`src/hw/rtl/sdsh_pkg.sv`:
```
// ----------------------------------------------------------------------------
// sdsh_pkg
// Shared types and constants of the SD card SPI-mode host sequencer.
// ----------------------------------------------------------------------------
`default_nettype none

package sdsh_pkg;

  localparam int SECTOR_BYTES  = 512;
  localparam int RELEASE_BYTES = 10;
  localparam int WAKE_BYTES    = 10;
  localparam int FRAME_BYTES   = 8;
  localparam int BCNT_W        = 10;
  localparam int LBA_W         = 23;
  localparam int TMO_W         = 16;
  localparam int QUEUE_DEPTH   = 2;

  localparam logic [7:0] BYTE_IDLE   = 8'hff;
  localparam logic [7:0] BYTE_CMD    = 8'h40;
  localparam logic [7:0] BYTE_CRC    = 8'h95;
  localparam logic [7:0] BYTE_TOKEN  = 8'hfe;
  localparam logic [7:0] RESP_MASK   = 8'h1f;
  localparam logic [7:0] RESP_ACCEPT = 8'h05;
  localparam logic [7:0] REPLY_IDLE  = 8'h01;
  localparam logic [7:0] REPLY_READY = 8'h00;
  localparam logic [TMO_W-1:0] TMO_MAX = 16'hffff;

  typedef enum logic [1:0] {
    KIND_INIT  = 2'd0,
    KIND_READ  = 2'd1,
    KIND_WRITE = 2'd2,
    KIND_XCHG  = 2'd3
  } kind_t;

  typedef enum logic [1:0] {
    OPER_NONE  = 2'd0,
    OPER_INIT  = 2'd1,
    OPER_READ  = 2'd2,
    OPER_WRITE = 2'd3
  } oper_t;

  typedef enum logic [2:0] {
    ST_OK       = 3'd0,
    ST_NO_IDLE  = 3'd1,
    ST_INIT_TMO = 3'd2,
    ST_TOKEN_TMO = 3'd3,
    ST_WR_REJ   = 3'd4,
    ST_BUSY_TMO = 3'd5
  } status_t;

  typedef enum logic [4:0] {
    PH_IDLE, PH_WAKE, PH_CMD0, PH_CMD1, PH_CMD16, PH_CMD17, PH_CMD24,
    PH_GET_IDLE, PH_OPCOND, PH_TOKEN, PH_RDATA, PH_RCRC, PH_WREPLY,
    PH_WTOKEN, PH_WDATA, PH_WCRC, PH_WRESP, PH_BUSY, PH_RELEASE
  } phase_t;

  typedef struct packed {
    kind_t            kind;
    logic [LBA_W-1:0] lba;
    logic [7:0]       miso_byte;
    logic [7:0]       write_byte;
  } entry_t;

  typedef struct packed {
    logic [7:0] mosi_byte;
    logic       mosi_valid;
    logic       chip_select_active;
    logic       fast_clock;
    logic [7:0] read_byte;
    logic       read_valid;
    logic       write_take;
    logic       done_res;
    logic [2:0] status;
    logic [7:0] card_response;
  } result_t;

endpackage

`default_nettype wire

```
`src/hw/rtl/sdsh_if.sv`:
```
// ----------------------------------------------------------------------------
// sdsh_if
// Channel interfaces: input items, result items and the configuration write.
// ----------------------------------------------------------------------------
`default_nettype none

interface sdsh_in_if;
  logic        valid;
  logic        ready;
  logic [1:0]  opcode;
  logic [22:0] lba;
  logic [7:0]  miso_byte;
  logic [7:0]  write_byte;
  modport source (output valid, opcode, lba, miso_byte, write_byte, input ready);
  modport sink   (input valid, opcode, lba, miso_byte, write_byte, output ready);
endinterface

interface sdsh_out_if;
  logic       valid;
  logic       ready;
  logic [7:0] mosi_byte;
  logic       mosi_valid;
  logic       chip_select_active;
  logic       fast_clock;
  logic [7:0] read_byte;
  logic       read_valid;
  logic       write_take;
  logic       done_res;
  logic [2:0] status;
  logic [7:0] card_response;
  modport source (output valid, mosi_byte, mosi_valid, chip_select_active, fast_clock,
                  read_byte, read_valid, write_take, done_res, status, card_response,
                  input ready);
  modport sink   (input valid, mosi_byte, mosi_valid, chip_select_active, fast_clock,
                  read_byte, read_valid, write_take, done_res, status, card_response,
                  output ready);
endinterface

interface sdsh_cfg_if;
  logic        valid;
  logic        ready;
  logic [15:0] data;
  modport source (output valid, data, input ready);
  modport sink   (input valid, data, output ready);
endinterface

`default_nettype wire

```
`src/hw/rtl/sd_spi_host_sequencer.sv`:
```
// ----------------------------------------------------------------------------
// sd_spi_host_sequencer
// SD card SPI-mode host sequencer: turns init, read and write requests and
// completed SPI beats into the next MOSI byte, chip select and sector data.
//
//   Channel  Direction  Beat carries
//   in_ch    sink       opcode, lba, miso_byte, write_byte
//   out_ch   source     mosi byte and flags, read data, done and status
//   cfg_ch   sink       timeout_limit (16 bits)
//
// One item per cycle is taken and one result per cycle is given, sustained
// while out_ch.ready holds. An item is written into the two-entry queue at
// the accepting edge; its result enters the output register when it is popped.
// A stalled output fills the queue, after which in_ch.ready falls.
// Synchronous reset returns the sequencer to idle with slow clock and chip
// select inactive; no clearing pass is needed.
// ----------------------------------------------------------------------------
`default_nettype none

module sd_spi_host_sequencer (
  input  wire logic  clk,
  input  wire logic  rst_n,
  sdsh_in_if.sink    in_ch,
  sdsh_cfg_if.sink   cfg_ch,
  sdsh_out_if.source out_ch
);
  import sdsh_pkg::*;

  entry_t push_entry;
  entry_t pop_entry;
  logic   push;
  logic   push_ready;
  logic   pop;
  logic   pop_valid;

  sdsh_front u_front (
    .in_ch   (in_ch),
    .q_ready (push_ready),
    .q_entry (push_entry),
    .q_push  (push)
  );

  sdsh_queue u_queue (
    .clk        (clk),
    .rst_n      (rst_n),
    .push       (push),
    .push_entry (push_entry),
    .push_ready (push_ready),
    .pop        (pop),
    .pop_entry  (pop_entry),
    .pop_valid  (pop_valid)
  );

  sdsh_back u_back (
    .clk     (clk),
    .rst_n   (rst_n),
    .q_entry (pop_entry),
    .q_valid (pop_valid),
    .q_pop   (pop),
    .cfg_ch  (cfg_ch),
    .out_ch  (out_ch)
  );

endmodule

`default_nettype wire

```
`src/hw/rtl/sdsh_front.sv`:
```
// ----------------------------------------------------------------------------
// sdsh_front
// Input side: takes items from the host channel and classifies them.
// ----------------------------------------------------------------------------
`default_nettype none

module sdsh_front (
  sdsh_in_if.sink          in_ch,
  input  wire logic        q_ready,
  output sdsh_pkg::entry_t q_entry,
  output logic             q_push
);
  import sdsh_pkg::*;

  kind_t kind;

  always_comb begin
    unique case (in_ch.opcode)
      KIND_INIT:  kind = KIND_INIT;
      KIND_READ:  kind = KIND_READ;
      KIND_WRITE: kind = KIND_WRITE;
      default:    kind = KIND_XCHG;
    endcase
  end

  assign in_ch.ready        = q_ready;
  assign q_push             = in_ch.valid & q_ready;
  assign q_entry.kind       = kind;
  assign q_entry.lba        = in_ch.lba;
  assign q_entry.miso_byte  = in_ch.miso_byte;
  assign q_entry.write_byte = in_ch.write_byte;

endmodule

`default_nettype wire

```
`src/hw/rtl/sdsh_queue.sv`:
```
// ----------------------------------------------------------------------------
// sdsh_queue
// Two-entry queue between the classifying front and the sequencing back.
// ----------------------------------------------------------------------------
`default_nettype none

module sdsh_queue (
  input  wire logic              clk,
  input  wire logic              rst_n,
  input  wire logic              push,
  input  wire sdsh_pkg::entry_t  push_entry,
  output logic                   push_ready,
  input  wire logic              pop,
  output sdsh_pkg::entry_t       pop_entry,
  output logic                   pop_valid
);
  import sdsh_pkg::*;

  localparam int PTR_W = $clog2(QUEUE_DEPTH);

  entry_t             mem_r [QUEUE_DEPTH];
  logic [PTR_W-1:0]   wr_ptr_r;
  logic [PTR_W-1:0]   rd_ptr_r;
  logic [PTR_W:0]     count_r;
  logic [PTR_W:0]     count_nxt;

  assign push_ready = (count_r != (PTR_W+1)'(QUEUE_DEPTH));
  assign pop_valid  = (count_r != '0);
  assign pop_entry  = mem_r[rd_ptr_r];

  always_comb begin
    count_nxt = count_r;
    if (push && !pop) begin
      count_nxt = count_r + 1'b1;
    end else if (pop && !push) begin
      count_nxt = count_r - 1'b1;
    end
  end

  always_ff @(posedge clk) begin
    if (push) begin
      mem_r[wr_ptr_r] <= push_entry;
    end
  end

  always_ff @(posedge clk) begin
    if (!rst_n) begin
      wr_ptr_r <= '0;
      rd_ptr_r <= '0;
      count_r  <= '0;
    end else begin
      if (push) begin
        wr_ptr_r <= wr_ptr_r + 1'b1;
      end
      if (pop) begin
        rd_ptr_r <= rd_ptr_r + 1'b1;
      end
      count_r <= count_nxt;
    end
  end

endmodule

`default_nettype wire

```
`src/hw/rtl/sdsh_back.sv`:
```
// ----------------------------------------------------------------------------
// sdsh_back
// Command sequencer: walks the card protocol one completed beat at a time
// and holds each result in an output register.
// ----------------------------------------------------------------------------
`default_nettype none

module sdsh_back (
  input  wire logic             clk,
  input  wire logic             rst_n,
  input  wire sdsh_pkg::entry_t q_entry,
  input  wire logic             q_valid,
  output logic                  q_pop,
  sdsh_cfg_if.sink              cfg_ch,
  sdsh_out_if.source            out_ch
);
  import sdsh_pkg::*;

  localparam logic [BCNT_W-1:0] WAKE_LAST    = BCNT_W'(WAKE_BYTES - 1);
  localparam logic [BCNT_W-1:0] FRAME_LAST   = BCNT_W'(FRAME_BYTES - 1);
  localparam logic [BCNT_W-1:0] SECTOR_LAST  = BCNT_W'(SECTOR_BYTES - 1);
  localparam logic [BCNT_W-1:0] RELEASE_LAST = BCNT_W'(RELEASE_BYTES - 1);

  localparam logic [7:0] SD_CMD0  = 8'd0;
  localparam logic [7:0] SD_CMD1  = 8'd1;
  localparam logic [7:0] SD_CMD16 = 8'd16;
  localparam logic [7:0] SD_CMD17 = 8'd17;
  localparam logic [7:0] SD_CMD24 = 8'd24;

  phase_t             phase_r, phase_nxt;
  logic [BCNT_W-1:0]  cnt_r, cnt_nxt;
  logic [TMO_W-1:0]   poll_r, poll_nxt;
  logic [LBA_W-1:0]   lba_r, lba_nxt;
  oper_t              oper_r, oper_nxt;
  logic               fast_r, fast_nxt;
  logic               cs_r, cs_nxt;
  status_t            rel_st_r, rel_st_nxt;
  logic [7:0]         rel_resp_r, rel_resp_nxt;
  logic [TMO_W-1:0]   limit_r;
  logic               out_valid_r;
  result_t            res_r, res;
  logic               fire;
  logic [TMO_W-1:0]   poll_inc;
  logic [TMO_W-1:0]   limit_eff;
  logic               expired;
  logic [BCNT_W-1:0]  cnt_inc;
  logic [7:0]         miso;

  function automatic logic [7:0] frame_byte(phase_t ph, logic [2:0] idx,
                                            logic [LBA_W-1:0] lba);
    logic [7:0]  cmd;
    logic [31:0] arg;
    logic [7:0]  b;
    cmd = SD_CMD0;
    arg = 32'd0;
    unique case (ph)
      PH_CMD1:  cmd = SD_CMD1;
      PH_CMD16: begin
        cmd = SD_CMD16;
        arg = 32'(SECTOR_BYTES);
      end
      PH_CMD17: begin
        cmd = SD_CMD17;
        arg = {lba, 9'd0};
      end
      PH_CMD24: begin
        cmd = SD_CMD24;
        arg = {lba, 9'd0};
      end
      default:  cmd = SD_CMD0;
    endcase
    case (idx)
      3'd1:    b = cmd | BYTE_CMD;
      3'd2:    b = arg[31:24];
      3'd3:    b = arg[23:16];
      3'd4:    b = arg[15:8];
      3'd5:    b = arg[7:0];
      3'd6:    b = BYTE_CRC;
      default: b = BYTE_IDLE;
    endcase
    return b;
  endfunction

  assign fire          = q_valid && (!out_valid_r || out_ch.ready);
  assign q_pop         = fire;
  assign cfg_ch.ready  = 1'b1;
  assign miso          = q_entry.miso_byte;
  assign cnt_inc       = cnt_r + 1'b1;
  assign poll_inc      = (poll_r != TMO_MAX) ? poll_r + 1'b1 : poll_r;
  assign limit_eff     = (limit_r != '0) ? limit_r : TMO_W'(1);
  assign expired       = (poll_inc >= limit_eff);

  always_comb begin
    phase_nxt    = phase_r;
    cnt_nxt      = cnt_r;
    poll_nxt     = poll_r;
    lba_nxt      = lba_r;
    oper_nxt     = oper_r;
    fast_nxt     = fast_r;
    cs_nxt       = cs_r;
    rel_st_nxt   = rel_st_r;
    rel_resp_nxt = rel_resp_r;
    res          = '0;

    if (q_entry.kind == KIND_XCHG) begin
      unique case (phase_r)
        PH_IDLE: begin
        end
        PH_WAKE: begin
          res.mosi_valid = 1'b1;
          if (cnt_r < WAKE_LAST) begin
            cnt_nxt       = cnt_inc;
            res.mosi_byte = BYTE_IDLE;
          end else begin
            phase_nxt     = PH_CMD0;
            cnt_nxt       = '0;
            cs_nxt        = 1'b1;
            res.mosi_byte = BYTE_IDLE;
          end
        end
        PH_CMD0, PH_CMD1, PH_CMD16, PH_CMD17, PH_CMD24: begin
          res.mosi_valid = 1'b1;
          res.mosi_byte  = BYTE_IDLE;
          if (cnt_r < FRAME_LAST) begin
            cnt_nxt       = cnt_inc;
            res.mosi_byte = frame_byte(phase_r, cnt_inc[2:0], lba_r);
          end else if (phase_r == PH_CMD0) begin
            phase_nxt = PH_GET_IDLE;
            poll_nxt  = '0;
          end else if (phase_r == PH_CMD1) begin
            phase_nxt = PH_OPCOND;
          end else if (phase_r == PH_CMD16) begin
            rel_st_nxt   = ST_OK;
            rel_resp_nxt = '0;
            phase_nxt    = PH_RELEASE;
            cnt_nxt      = '0;
          end else if (phase_r == PH_CMD17) begin
            phase_nxt = PH_TOKEN;
            poll_nxt  = '0;
          end else begin
            phase_nxt = PH_WREPLY;
            poll_nxt  = '0;
          end
        end
        PH_GET_IDLE: begin
          poll_nxt = poll_inc;
          res.mosi_valid = 1'b1;
          res.mosi_byte  = BYTE_IDLE;
          if (miso != BYTE_IDLE) begin
            if (miso == REPLY_IDLE) begin
              phase_nxt = PH_OPCOND;
              poll_nxt  = '0;
            end else begin
              rel_st_nxt   = ST_NO_IDLE;
              rel_resp_nxt = '0;
              phase_nxt    = PH_RELEASE;
              cnt_nxt      = '0;
            end
          end else if (expired) begin
            rel_st_nxt   = ST_NO_IDLE;
            rel_resp_nxt = '0;
            phase_nxt    = PH_RELEASE;
            cnt_nxt      = '0;
          end
        end
        PH_OPCOND: begin
          poll_nxt = poll_inc;
          if (miso == REPLY_READY) begin
            phase_nxt      = PH_CMD16;
            cnt_nxt        = '0;
            cs_nxt         = 1'b1;
            res.mosi_valid = 1'b1;
            res.mosi_byte  = BYTE_IDLE;
          end else if (expired) begin
            res.done_res = 1'b1;
            res.status   = ST_INIT_TMO;
            phase_nxt    = PH_IDLE;
          end else begin
            phase_nxt      = PH_CMD1;
            cnt_nxt        = '0;
            cs_nxt         = 1'b1;
            res.mosi_valid = 1'b1;
            res.mosi_byte  = BYTE_IDLE;
          end
        end
        PH_TOKEN: begin
          poll_nxt = poll_inc;
          res.mosi_valid = 1'b1;
          res.mosi_byte  = BYTE_IDLE;
          if (miso == BYTE_TOKEN) begin
            phase_nxt = PH_RDATA;
            cnt_nxt   = '0;
          end else if (expired) begin
            rel_st_nxt   = ST_TOKEN_TMO;
            rel_resp_nxt = '0;
            phase_nxt    = PH_RELEASE;
            cnt_nxt      = '0;
          end
        end
        PH_RDATA: begin
          res.read_byte  = miso;
          res.read_valid = 1'b1;
          res.mosi_valid = 1'b1;
          res.mosi_byte  = BYTE_IDLE;
          if (cnt_r < SECTOR_LAST) begin
            cnt_nxt = cnt_inc;
          end else begin
            phase_nxt = PH_RCRC;
            cnt_nxt   = '0;
          end
        end
        PH_RCRC: begin
          res.mosi_valid = 1'b1;
          res.mosi_byte  = BYTE_IDLE;
          if (cnt_r == '0) begin
            cnt_nxt = BCNT_W'(1);
          end else begin
            rel_st_nxt   = ST_OK;
            rel_resp_nxt = '0;
            phase_nxt    = PH_RELEASE;
            cnt_nxt      = '0;
          end
        end
        PH_WREPLY: begin
          poll_nxt = poll_inc;
          res.mosi_valid = 1'b1;
          res.mosi_byte  = BYTE_IDLE;
          if (miso != BYTE_IDLE || expired) begin
            phase_nxt     = PH_WTOKEN;
            res.mosi_byte = BYTE_TOKEN;
          end
        end
        PH_WTOKEN: begin
          phase_nxt      = PH_WDATA;
          cnt_nxt        = '0;
          res.mosi_valid = 1'b1;
          res.mosi_byte  = q_entry.write_byte;
          res.write_take = 1'b1;
        end
        PH_WDATA: begin
          res.mosi_valid = 1'b1;
          if (cnt_r < SECTOR_LAST) begin
            cnt_nxt        = cnt_inc;
            res.mosi_byte  = q_entry.write_byte;
            res.write_take = 1'b1;
          end else begin
            phase_nxt     = PH_WCRC;
            cnt_nxt       = '0;
            res.mosi_byte = BYTE_IDLE;
          end
        end
        PH_WCRC: begin
          res.mosi_valid = 1'b1;
          res.mosi_byte  = BYTE_IDLE;
          if (cnt_r == '0) begin
            cnt_nxt = BCNT_W'(1);
          end else begin
            phase_nxt = PH_WRESP;
          end
        end
        PH_WRESP: begin
          res.mosi_valid = 1'b1;
          res.mosi_byte  = BYTE_IDLE;
          if ((miso & RESP_MASK) != RESP_ACCEPT) begin
            rel_st_nxt   = ST_WR_REJ;
            rel_resp_nxt = miso;
            phase_nxt    = PH_RELEASE;
            cnt_nxt      = '0;
          end else begin
            phase_nxt = PH_BUSY;
            poll_nxt  = '0;
          end
        end
        PH_BUSY: begin
          poll_nxt = poll_inc;
          res.mosi_valid = 1'b1;
          res.mosi_byte  = BYTE_IDLE;
          if (miso != REPLY_READY) begin
            rel_st_nxt   = ST_OK;
            rel_resp_nxt = '0;
            phase_nxt    = PH_RELEASE;
            cnt_nxt      = '0;
          end else if (expired) begin
            rel_st_nxt   = ST_BUSY_TMO;
            rel_resp_nxt = '0;
            phase_nxt    = PH_RELEASE;
            cnt_nxt      = '0;
          end
        end
        PH_RELEASE: begin
          if (cnt_r < RELEASE_LAST) begin
            cnt_nxt        = cnt_inc;
            res.mosi_valid = 1'b1;
            res.mosi_byte  = BYTE_IDLE;
          end else begin
            cs_nxt = 1'b0;
            if (oper_r == OPER_INIT && rel_st_r == ST_OK) begin
              fast_nxt = 1'b1;
            end
            res.done_res      = 1'b1;
            res.status        = rel_st_r;
            res.card_response = rel_resp_r;
            phase_nxt         = PH_IDLE;
          end
        end
        default: begin
          phase_nxt = PH_IDLE;
        end
      endcase
    end else if (phase_r == PH_IDLE) begin
      rel_st_nxt     = ST_OK;
      rel_resp_nxt   = '0;
      cnt_nxt        = '0;
      poll_nxt       = '0;
      res.mosi_valid = 1'b1;
      res.mosi_byte  = BYTE_IDLE;
      if (q_entry.kind == KIND_INIT) begin
        oper_nxt  = OPER_INIT;
        fast_nxt  = 1'b0;
        cs_nxt    = 1'b0;
        phase_nxt = PH_WAKE;
      end else begin
        oper_nxt  = (q_entry.kind == KIND_READ) ? OPER_READ : OPER_WRITE;
        lba_nxt   = q_entry.lba;
        cs_nxt    = 1'b1;
        phase_nxt = (q_entry.kind == KIND_READ) ? PH_CMD17 : PH_CMD24;
      end
    end

    res.chip_select_active = cs_nxt;
    res.fast_clock         = fast_nxt;
  end

  always_ff @(posedge clk) begin
    if (!rst_n) begin
      phase_r     <= PH_IDLE;
      cnt_r       <= '0;
      poll_r      <= '0;
      lba_r       <= '0;
      oper_r      <= OPER_NONE;
      fast_r      <= 1'b0;
      cs_r        <= 1'b0;
      rel_st_r    <= ST_OK;
      rel_resp_r  <= '0;
      limit_r     <= TMO_MAX;
      out_valid_r <= 1'b0;
    end else begin
      if (cfg_ch.valid) begin
        limit_r <= cfg_ch.data;
      end
      if (fire) begin
        phase_r    <= phase_nxt;
        cnt_r      <= cnt_nxt;
        poll_r     <= poll_nxt;
        lba_r      <= lba_nxt;
        oper_r     <= oper_nxt;
        fast_r     <= fast_nxt;
        cs_r       <= cs_nxt;
        rel_st_r   <= rel_st_nxt;
        rel_resp_r <= rel_resp_nxt;
      end
      if (fire) begin
        out_valid_r <= 1'b1;
      end else if (out_ch.ready) begin
        out_valid_r <= 1'b0;
      end
    end
  end

  always_ff @(posedge clk) begin
    if (fire) begin
      res_r <= res;
    end
  end

  assign out_ch.valid              = out_valid_r;
  assign out_ch.mosi_byte          = res_r.mosi_byte;
  assign out_ch.mosi_valid         = res_r.mosi_valid;
  assign out_ch.chip_select_active = res_r.chip_select_active;
  assign out_ch.fast_clock         = res_r.fast_clock;
  assign out_ch.read_byte          = res_r.read_byte;
  assign out_ch.read_valid         = res_r.read_valid;
  assign out_ch.write_take         = res_r.write_take;
  assign out_ch.done_res           = res_r.done_res;
  assign out_ch.status             = res_r.status;
  assign out_ch.card_response      = res_r.card_response;

endmodule

`default_nettype wire
```
`src/flat_wrapper.sv`:
```
// flat-port wrapper written by rule: the top's interface ports become plain ports
module sd_spi_host_sequencer_flat import sdsh_pkg::*;
  (clk, rst_n, in_ch_valid, in_ch_opcode, in_ch_lba, in_ch_miso_byte, in_ch_write_byte, in_ch_ready, cfg_ch_valid, cfg_ch_data, cfg_ch_ready, out_ch_valid, out_ch_mosi_byte, out_ch_mosi_valid, out_ch_chip_select_active, out_ch_fast_clock, out_ch_read_byte, out_ch_read_valid, out_ch_write_take, out_ch_done_res, out_ch_status, out_ch_card_response, out_ch_ready);
  sdsh_in_if in_ch_i ();
  sdsh_cfg_if cfg_ch_i ();
  sdsh_out_if out_ch_i ();
  input  wire logic clk;
  input  wire logic rst_n;
  input wire logic [$bits(in_ch_i.valid)-1:0] in_ch_valid;
  input wire logic [$bits(in_ch_i.opcode)-1:0] in_ch_opcode;
  input wire logic [$bits(in_ch_i.lba)-1:0] in_ch_lba;
  input wire logic [$bits(in_ch_i.miso_byte)-1:0] in_ch_miso_byte;
  input wire logic [$bits(in_ch_i.write_byte)-1:0] in_ch_write_byte;
  output wire logic [$bits(in_ch_i.ready)-1:0] in_ch_ready;
  input wire logic [$bits(cfg_ch_i.valid)-1:0] cfg_ch_valid;
  input wire logic [$bits(cfg_ch_i.data)-1:0] cfg_ch_data;
  output wire logic [$bits(cfg_ch_i.ready)-1:0] cfg_ch_ready;
  output wire logic [$bits(out_ch_i.valid)-1:0] out_ch_valid;
  output wire logic [$bits(out_ch_i.mosi_byte)-1:0] out_ch_mosi_byte;
  output wire logic [$bits(out_ch_i.mosi_valid)-1:0] out_ch_mosi_valid;
  output wire logic [$bits(out_ch_i.chip_select_active)-1:0] out_ch_chip_select_active;
  output wire logic [$bits(out_ch_i.fast_clock)-1:0] out_ch_fast_clock;
  output wire logic [$bits(out_ch_i.read_byte)-1:0] out_ch_read_byte;
  output wire logic [$bits(out_ch_i.read_valid)-1:0] out_ch_read_valid;
  output wire logic [$bits(out_ch_i.write_take)-1:0] out_ch_write_take;
  output wire logic [$bits(out_ch_i.done_res)-1:0] out_ch_done_res;
  output wire logic [$bits(out_ch_i.status)-1:0] out_ch_status;
  output wire logic [$bits(out_ch_i.card_response)-1:0] out_ch_card_response;
  input wire logic [$bits(out_ch_i.ready)-1:0] out_ch_ready;
  assign in_ch_i.valid = in_ch_valid;
  assign in_ch_i.opcode = in_ch_opcode;
  assign in_ch_i.lba = in_ch_lba;
  assign in_ch_i.miso_byte = in_ch_miso_byte;
  assign in_ch_i.write_byte = in_ch_write_byte;
  assign in_ch_ready = in_ch_i.ready;
  assign cfg_ch_i.valid = cfg_ch_valid;
  assign cfg_ch_i.data = cfg_ch_data;
  assign cfg_ch_ready = cfg_ch_i.ready;
  assign out_ch_valid = out_ch_i.valid;
  assign out_ch_mosi_byte = out_ch_i.mosi_byte;
  assign out_ch_mosi_valid = out_ch_i.mosi_valid;
  assign out_ch_chip_select_active = out_ch_i.chip_select_active;
  assign out_ch_fast_clock = out_ch_i.fast_clock;
  assign out_ch_read_byte = out_ch_i.read_byte;
  assign out_ch_read_valid = out_ch_i.read_valid;
  assign out_ch_write_take = out_ch_i.write_take;
  assign out_ch_done_res = out_ch_i.done_res;
  assign out_ch_status = out_ch_i.status;
  assign out_ch_card_response = out_ch_i.card_response;
  assign out_ch_i.ready = out_ch_ready;
  sd_spi_host_sequencer u_core (.clk(clk), .rst_n(rst_n), .in_ch(in_ch_i), .cfg_ch(cfg_ch_i), .out_ch(out_ch_i));
endmodule
```
`config.mk`:
```
export PLATFORM = sky130hd
export DESIGN_NAME = sd_spi_host_sequencer_flat
export DESIGN_NICKNAME = d
export VERILOG_FILES = /design/src/hw/rtl/sdsh_pkg.sv /design/src/hw/rtl/sdsh_if.sv /design/src/hw/rtl/sd_spi_host_sequencer.sv /design/src/hw/rtl/sdsh_front.sv /design/src/hw/rtl/sdsh_queue.sv /design/src/hw/rtl/sdsh_back.sv /design/src/flat_wrapper.sv
export SDC_FILE = /design/constraint.sdc
export NUM_CORES = 1
export LEC_CHECK = 0
export BUFFER_PORTS_ARGS = -buffer_cell sky130_fd_sc_hd__buf_2
export CAP_MARGIN = 20
export CORE_UTILIZATION = 45
export CTS_CLUSTER_DIAMETER = 80
export DETAILED_ROUTE_END_ITERATION = 12
export PLACE_DENSITY_LB_ADDON = 0.15
export SYNTH_ARGS = -nofsm -noshare
export SYNTH_HDL_FRONTEND = slang
export SYNTH_SLANG_ARGS = --single-unit
export TNS_END_PERCENT = 10
```
`constraint.sdc`:
```
create_clock -name clk -period 4.8 [get_ports clk]
set_clock_uncertainty 0.05 [all_clocks]
set_input_delay 0.96 -clock clk [delete_from_list [all_inputs] [get_ports clk]]
set_output_delay 0.96 -clock clk [all_outputs]
set_load 0.005 [all_outputs]
```
==> flow_metrics.py, run 1 <==
metrics = {
    "run_status": {
        "outcome": "finished with violations",
        "violations": "DRC",
    },
    "clocking": {
        "cts_max_level": 1,
        "cts_hold_buf": 0,
        "root_buffer": "clkbuf_16",
        "clockBufferDepth": 3,
        "insertion_delay_ns": 0.52,
        "cts_buffers": 23,
        "cts_tree": "built",
        "clkTransAtPathRegs_ns": 0.06,
        "cts_sinks": 206,
    },
    "layout": {
        "multiInputGateArea_sq_um": 4570,
        "drive_gt1_share_pct": 17.8,
        "finalInstanceArea_sq_um": 11800,
        "regArea_sq_um": 5280,
        "nets": 1174,
        "area_delta_synth_final_pct": 16.1,
        "diodes": 0,
        "final_util_pct": 53.6,
        "fillCellCount": 1992,
    },
    "sta": {
        "drv_slew": 0,
        "setup_tns_ns": 0,
        "finalCriticalPeriod_ns": 4.50,
        "finalHoldViolCount": 0,
        "fin_hold_ws_ns": 0.417,
        "setup_violations": 0,
        "timing.fmax_mhz": 222,
        "slew_headroom_pct": 31.7,
        "worst_pin_slew_ns": 0.998,
        "min_period_over_period_pct": 93.8,
        "rsz0062_at_grt": "false",
    },
    "hold_path": {
        "hold_start": "u_core.u_back.rel_resp_r[2]",
        "worstHoldPathCells": 2,
        "hold_end": "u_core.u_back.rel_resp_r[2]",
        "min_path_type": "reg -> reg",
    },
    "pwr": {
        "p_comb_share_pct": 28.7,
        "switching_power_w": 0.00200,
        "power_density_nw_per_um2": 515,
        "p_sw_share_pct": 32.9,
        "power.share.clock_pct": 29.6,
        "p_seq_share_pct": 41.7,
        "peakVddDrop_uv": 389,
        "leakage_nw": 4.48,
        "internal_power_w": 0.00408,
    },
    "grt": {
        "grtUsageTotal_pct": 20.2,
        "first_global_vias": 7459,
        "grt_start_max_net_pins": 55,
        "gr-total-overflow": 0,
        "grt_pass1_wl_mm": 38.1,
        "antenna_found_initial": 0,
    },
    "floorplanning": {
        "io_pins": 98,
        "die_x_um": 152,
        "start_util_pct": 46.2,
        "coreArea_sq_um": 22000,
        "dieArea_sq_um": 23200,
        "fp.dieH_um": 152,
        "rows": 54,
    },
    "synth": {
        "ys_seq_elements": 206,
        "ys_warn_count": 0,
        "synth_edf_count": 115,
        "synth-compound-area-share_pct": 18.7,
        "seq_area_frac_synth_pct": 51.9,
        "synth-simple-area-share_pct": 16.4,
        "async_reset_ff_share_pct": 0,
        "yosys-top-cells-area": "edfxtp_1, dfxtp_1, nor2_1",
        "synth_area_sq_um": 10200,
        "synth.most_common_cell": "nor2_1",
        "ys.flop_type": "edfxtp_1",
        "yosys.area.top_type": "edfxtp_1",
        "synth_top_family_by_area": "compound AO/OA/AOI/OAI gates",
        "synth-xor-area-share_pct": 1.38,
        "synth_cell_type_count": 84,
        "syn-num-nets": 1082,
        "syn_area_per_cell_sq_um": 10.2,
        "synth_top_area_share_pct": 33.9,
        "netlist_instances": 993,
        "synthMuxAreaShare_pct": 4.81,
        "yosys-top-cells-count": "nor2_1, edfxtp_1, dfxtp_1",
        "yosys.area_share.adder_pct": 3.32,
    },
    "routing": {
        "vias": 7817,
        "totalWireLength_mm": 23.5,
        "firstDrtPassIters": 9,
        "drtAntennaViolNets": 0,
        "via_per_inst": 5.66,
        "wl_per_cell_um": 17.0,
        "dr.first_iter.drc_count": 542,
        "post-route-drc-count": 9,
    },
    "critical_path": {
        "rr_worst_depth": 16,
        "cp-start-kind": "register",
        "r2r-start": "u_core.u_back.poll_r[4]",
        "worstPathRequired_ns": 5.00,
        "end_kind": "register",
        "rr_endpoint": "u_core.u_back.out_ch.mosi_byte[1]",
        "critPathKind": "reg -> reg",
        "worstPathMaxFanout": 7,
        "rrSetupSlack_ns": 0.30,
        "critPathArrivalTime_ns": 4.70,
    },
    "run": {
        "max_cap_violations": 0,
    },
    "placement": {
        "hpwlAfterDp_mm": 16.7,
        "routabilityCongestion": 0.946,
        "port_buffers": 96,
        "placed_area_sq_um": 11000,
    },
}
-- registers in the layout, indices dropped and copies added, names as in the netlist, 2 cells and up, named ones only --
signal / cells
u_core.u_back.phase_r: 5
u_core.u_back.out_ch.mosi_byte: 8
u_core.u_back.cnt_r: 10
u_core.u_back.oper_r: 2
u_core.u_queue.mem_r: 82
u_core.u_back.out_ch.status: 3
u_core.u_queue.count_r: 2
u_core.u_back.rel_resp_r: 8
u_core.u_back.out_ch.read_byte: 8
u_core.u_back.out_ch.card_response: 8
u_core.u_back.poll_r: 16
u_core.u_back.limit_r: 16
u_core.u_back.rel_st_r: 3
u_core.u_back.lba_r: 23
-- per-layer routing --
metal	global-route usage [%]	vias up	wire length, um
met3	3.13	54	1190
met5	0	-	0
met4	7.73	0	812
met2	33.4	218	10900
li1	-	3912	-
met1	26.8	3633	10600
-- worst max-delay path, stage by stage, from the launching register on --
cell	delay, ns
dfxtp_1	0.43
and4_1	0.28
nand4_1	0.13
or4_1	0.58
and2_1	0.23
and4_1	0.22
xor2_1	0.16
ha_1	0.33
nand2_1	0.05
o21ai_0	0.15
a21oi_1	0.10
o211ai_1	0.31
a21boi_0	0.24
a311o_1	0.41
a311oi_1	0.29
buf_4	0.19
a31oi_1	0.07
-- layout by cell type (no fill, tap or decap), drive strengths merged, types with 12 or more instances in the layout --
master	instances
nor3	17
a31oi	12
a22oi	12
a211oi	35
edfxtp	115
clkbuf	31
buf	124
o21ai	32
inv	35
mux2i	41
dfxtp	91
nand3	27
o211ai	22
nor4	14
nor2b	12
a21oi	46
nand2	78
nor2	116
and2	24
ha	27
xnor2	12
-- power by group through the flow --
stage	sequential (W)	combinational (W)	clock, W
6_report	0.00254	0.00175	0.00180
5_1_grt	0.00258	0.00193	0.00192
4_1_cts	0.00254	0.00174	0.00185
3_5_place_dp	0.00258	0.00173	0
3_3_place_gp	0.00257	0.00172	0
2_1_floorplan	0.00250	0.00119	0
-- through the flow --
stage / total power, W / setup WS [ns] / cells
after CTS: 0.00613 / 0.224 / 1381
after global routing: 0.00643 / 0.0265 / 1382
after global placement: 0.00429 / 0.406 / 1339
after detailed placement: 0.00431 / 0.252 / 1339
after floorplan: 0.00369 / 0.224 / 993
final: 0.00609 / 0.298 / 1382
-- cell families (layout without fill, tap and decap cells) --
logic type | after synthesis | in the layout
AOI/OAI and AO/OA | 259 | 259
xor gates and xnor gates | 16 | 16
adders and majority gates | 27 | 27
buffers and inverters | 91 | 200
DFF | 206 | 206
muxes | 48 | 48
other | 1 | 1
and+or+nand+nor | 345 | 345
-- final cells by class --
| type | count | area share, % |
|---|---|---|
| tap | 280 | 2.97 |
| inverter | 34 | 1.08 |
| clock buffer | 31 | 5.65 |
| sequential | 206 | 44.7 |
| timing repair buffer | 124 | 5.83 |
| clock inverter | 11 | 1.08 |
| multi-input combinational | 696 | 38.7 |
-- what timing repair did --
action	4_1_cts	5_1_grt
resized for setup	0	1
setup buffers	0	0
setup endpoints to repair	0	4
-- worst max-delay path by stage --
stage / startpoint / endpoint / slack, ns / cells after the start
global placement: u_core.u_back.poll_r[4] / u_core.u_back.phase_r[2] / 0.41 / 15
floorplan: u_core.u_back.poll_r[4] / u_core.u_back.out_ch.mosi_byte[1] / 0.22 / 16
finish: u_core.u_back.poll_r[4] / u_core.u_back.out_ch.mosi_byte[1] / 0.30 / 16
detailed placement: u_core.u_back.poll_r[4] / u_core.u_back.phase_r[0] / 0.25 / 15
CTS: u_core.u_back.poll_r[4] / u_core.u_back.phase_r[0] / 0.22 / 15
global route: u_core.u_back.poll_r[4] / u_core.u_back.out_ch.mosi_byte[2] / 0.03 / 16
Note: power is estimated with default switching activity, not from simulation.
==> inputs of run 2 (changes only) <==
Settings changed: CELL_PAD_IN_SITES_DETAIL_PLACEMENT set to 0, CELL_PAD_IN_SITES_GLOBAL_PLACEMENT set to 1, MAX_ROUTING_LAYER set to met4.
Clock period 4.8 ns to 4.3 ns, I/O delays scaled along.
==> run 2 against run 1 <==
The flow still finishes with violations (DRC). Sequential share of layout area shrank 0.42 points. Cell area increased by 1.0%. Flip-flop and latch count stayed put. Die area is the same. Largest cell class unchanged. Global-route usage rose by 2.7 points. Total power is 10% higher. Routed wire length grew 10%. Setup slack worse by 0.12 ns. Final cell count rose by 1.3%. Clock power is 2% higher. Critical endpoint is now u_core.u_back.phase_r[2]. Fmax increased by 9.2%.
==> flow_metrics.py, run 2 (synthesized netlist as in run 1, its figures left out) <==
metrics = {
    "routing": {
        "wl_per_cell_um": 18.5,
        "via_per_inst": 5.72,
        "drtAntennaViolNets": 0,
        "firstDrtPassIters": 11,
        "dr.first_iter.drc_count": 517,
        "post-route-drc-count": 7,
        "vias": 8007,
        "totalWireLength_mm": 26.0,
    },
    "clocking": {
        "clockBufferDepth": 3,
        "postCtsSetupRepairBufs": 0,
        "cts_buffers": 23,
        "clkTransAtPathRegs_ns": 0.06,
        "cts_tree": "built",
        "cts_max_level": 1,
        "insertion_delay_ns": 0.52,
        "cts_sinks": 206,
        "root_buffer": "clkbuf_16",
    },
    "grt": {
        "top_usage_layer": "met2",
        "use_met3_pct": 2.67,
        "grtUsageTotal_pct": 22.9,
        "antenna_found_initial": 0,
        "gr-total-overflow": 0,
        "grt_util_met1_pct": 30.5,
        "grt_start_max_net_pins": 55,
        "first_global_vias": 7641,
        "met2_usage_pct": 36.7,
        "grt_pass1_wl_mm": 41.2,
    },
    "critical_path": {
        "rr_worst_depth": 17,
        "r2r-start": "u_core.u_back.poll_r[6]",
        "critPathMaxStageDelay_ns": 0.56,
        "critPathKind": "reg -> reg",
        "path_cells": "and4_1, nand4_1, or4_4, and2_1, and4_1, xor2_2, ha_4, a21oi_1, o21ai_0, a21oi_1, o211ai_1, buf_4, or3_4, a31oi_2, buf_6, mux2i_1, nor2_1",
        "critPathArrivalTime_ns": 4.46,
        "crit_buf_inv": 2,
        "critPathTopFamily": "simple AND/OR/NAND/NOR gates",
        "rr_endpoint": "u_core.u_back.phase_r[2]",
        "crit_slowest_cell": "or4_4",
        "end_kind": "register",
        "cp-start-kind": "register",
        "crit_cells": 17,
        "worstPathMaxFanout": 9,
        "rrSetupSlack_ns": 0.18,
        "worstPathRequired_ns": 4.63,
    },
    "pwr": {
        "switching_power_w": 0.00228,
        "leakage_nw": 4.55,
        "p_sw_share_pct": 34.0,
        "peakVddDrop_uv": 423,
        "power_density_nw_per_um2": 561,
        "internal_power_w": 0.00442,
        "p_comb_share_pct": 30.6,
        "p_seq_share_pct": 41.9,
        "power.share.clock_pct": 27.5,
    },
    "floorplanning": {
        "die_x_um": 152,
        "dieArea_sq_um": 23200,
        "rows": 54,
        "fp.dieH_um": 152,
        "coreArea_sq_um": 22000,
        "start_util_pct": 46.2,
        "io_pins": 98,
    },
    "sta": {
        "finalCriticalPeriod_ns": 4.12,
        "slew_headroom_pct": 43.0,
        "finalHoldViolCount": 0,
        "min_period_over_period_pct": 95.9,
        "worst_pin_slew_ns": 0.843,
        "drv_slew": 0,
        "rsz0062_at_grt": "true",
        "timing.fmax_mhz": 242,
        "setup_violations": 0,
    },
    "layout": {
        "final_cell_mix": "edfxtp_1, nor2_1, buf_2",
        "final_common_cell": "edfxtp_1",
        "top_regs": "u_core.u_queue.mem_r x82, u_core.u_back.lba_r x23",
        "diodes": 0,
        "nets": 1192,
        "largest_register_ffs": 82,
        "regMostFlops": "u_core.u_queue.mem_r",
        "final_util_pct": 54.2,
        "area_delta_synth_final_pct": 17.3,
        "finalInstanceArea_sq_um": 11900,
        "drive_gt1_share_pct": 20.2,
    },
    "placement": {
        "routabilityCongestion": 0.887,
        "port_buffers": 96,
        "placed_area_sq_um": 11100,
        "hpwlAfterDp_mm": 18.4,
    },
    "run_status": {
        "outcome": "finished with violations",
        "violations": "DRC",
    },
    "hold_path": {
        "hold_end": "u_core.u_back.rel_st_r[0]",
        "min_path_type": "reg -> reg",
        "worstHoldPathCells": 2,
        "hold_start": "u_core.u_back.rel_st_r[0]",
    },
    "run": {
        "max_cap_violations": 0,
    },
}
-- run 2: layer usage --
layer  wire length (um)  up-vias
met2              12100      208
met3               1070       47
met4                705        0
met5                  0        -
li1                   -     3957
met1              12000     3795
-- run 2: how the worst max path moves through the flow --
stage,to,startpoint
detailed placement,u_core.u_back.phase_r[2],u_core.u_back.poll_r[6]
global route,u_core.u_back.phase_r[2],u_core.u_back.poll_r[6]
floorplan,u_core.u_back.out_ch.mosi_byte[1],u_core.u_back.poll_r[4]
finish,u_core.u_back.phase_r[2],u_core.u_back.poll_r[6]
global placement,u_core.u_back.phase_r[3],u_core.u_back.poll_r[6]
CTS,u_core.u_back.phase_r[2],u_core.u_back.poll_r[6]
-- run 2: final cells by class --
type	count	area, sq um
Inverter	34	128
Clock inverter	17	118
Multi-Input combinational cell	696	4630
Clock buffer	25	583
Fill cell	2000	10100
Timing Repair Buffer	142	842
Tap cell	280	350
Sequential cell	206	5280
-- run 2: repair_timing --
action,in CTS,in global routing
gates resized for setup,2,10
hold buffers,0,0
hold endpoints to repair,0,0
endpoints found under the setup margin,12,19
pin swaps,0,4
-- run 2: tightest hold or removal path, stage by stage, from the launching register on --
cell,delay (ns)
dfxtp_1,0.32
nand2_1,0.05
mux2i_1,0.05
-- run 2: stage by stage --
stage	hold slack (ns)	setup slack (ns)	total power, W	setup TNS (ns)	instances
2_1_floorplan	0.392	-0.00649	0.00413	-0.00649	993
3_3_place_gp	0.415	0.0769	0.00487	0	1357
3_5_place_dp	0.417	-0.0415	0.00489	-0.112	1357
4_1_cts	0.425	0.0282	0.00673	0	1399
5_1_grt	0.438	-0.00942	0.00708	-0.0166	1400
6_report	0.424	0.176	0.00670	0	1400
-- run 2: power groups by stage --
stage	clock network, W	logic, W	registers [W]
after detailed placement	0	0.00203	0.00286
after global placement	0	0.00202	0.00285
after CTS	0.00188	0.00204	0.00282
after floorplan	0	0.00134	0.00279
final	0.00184	0.00205	0.00281
after global routing	0.00196	0.00226	0.00285
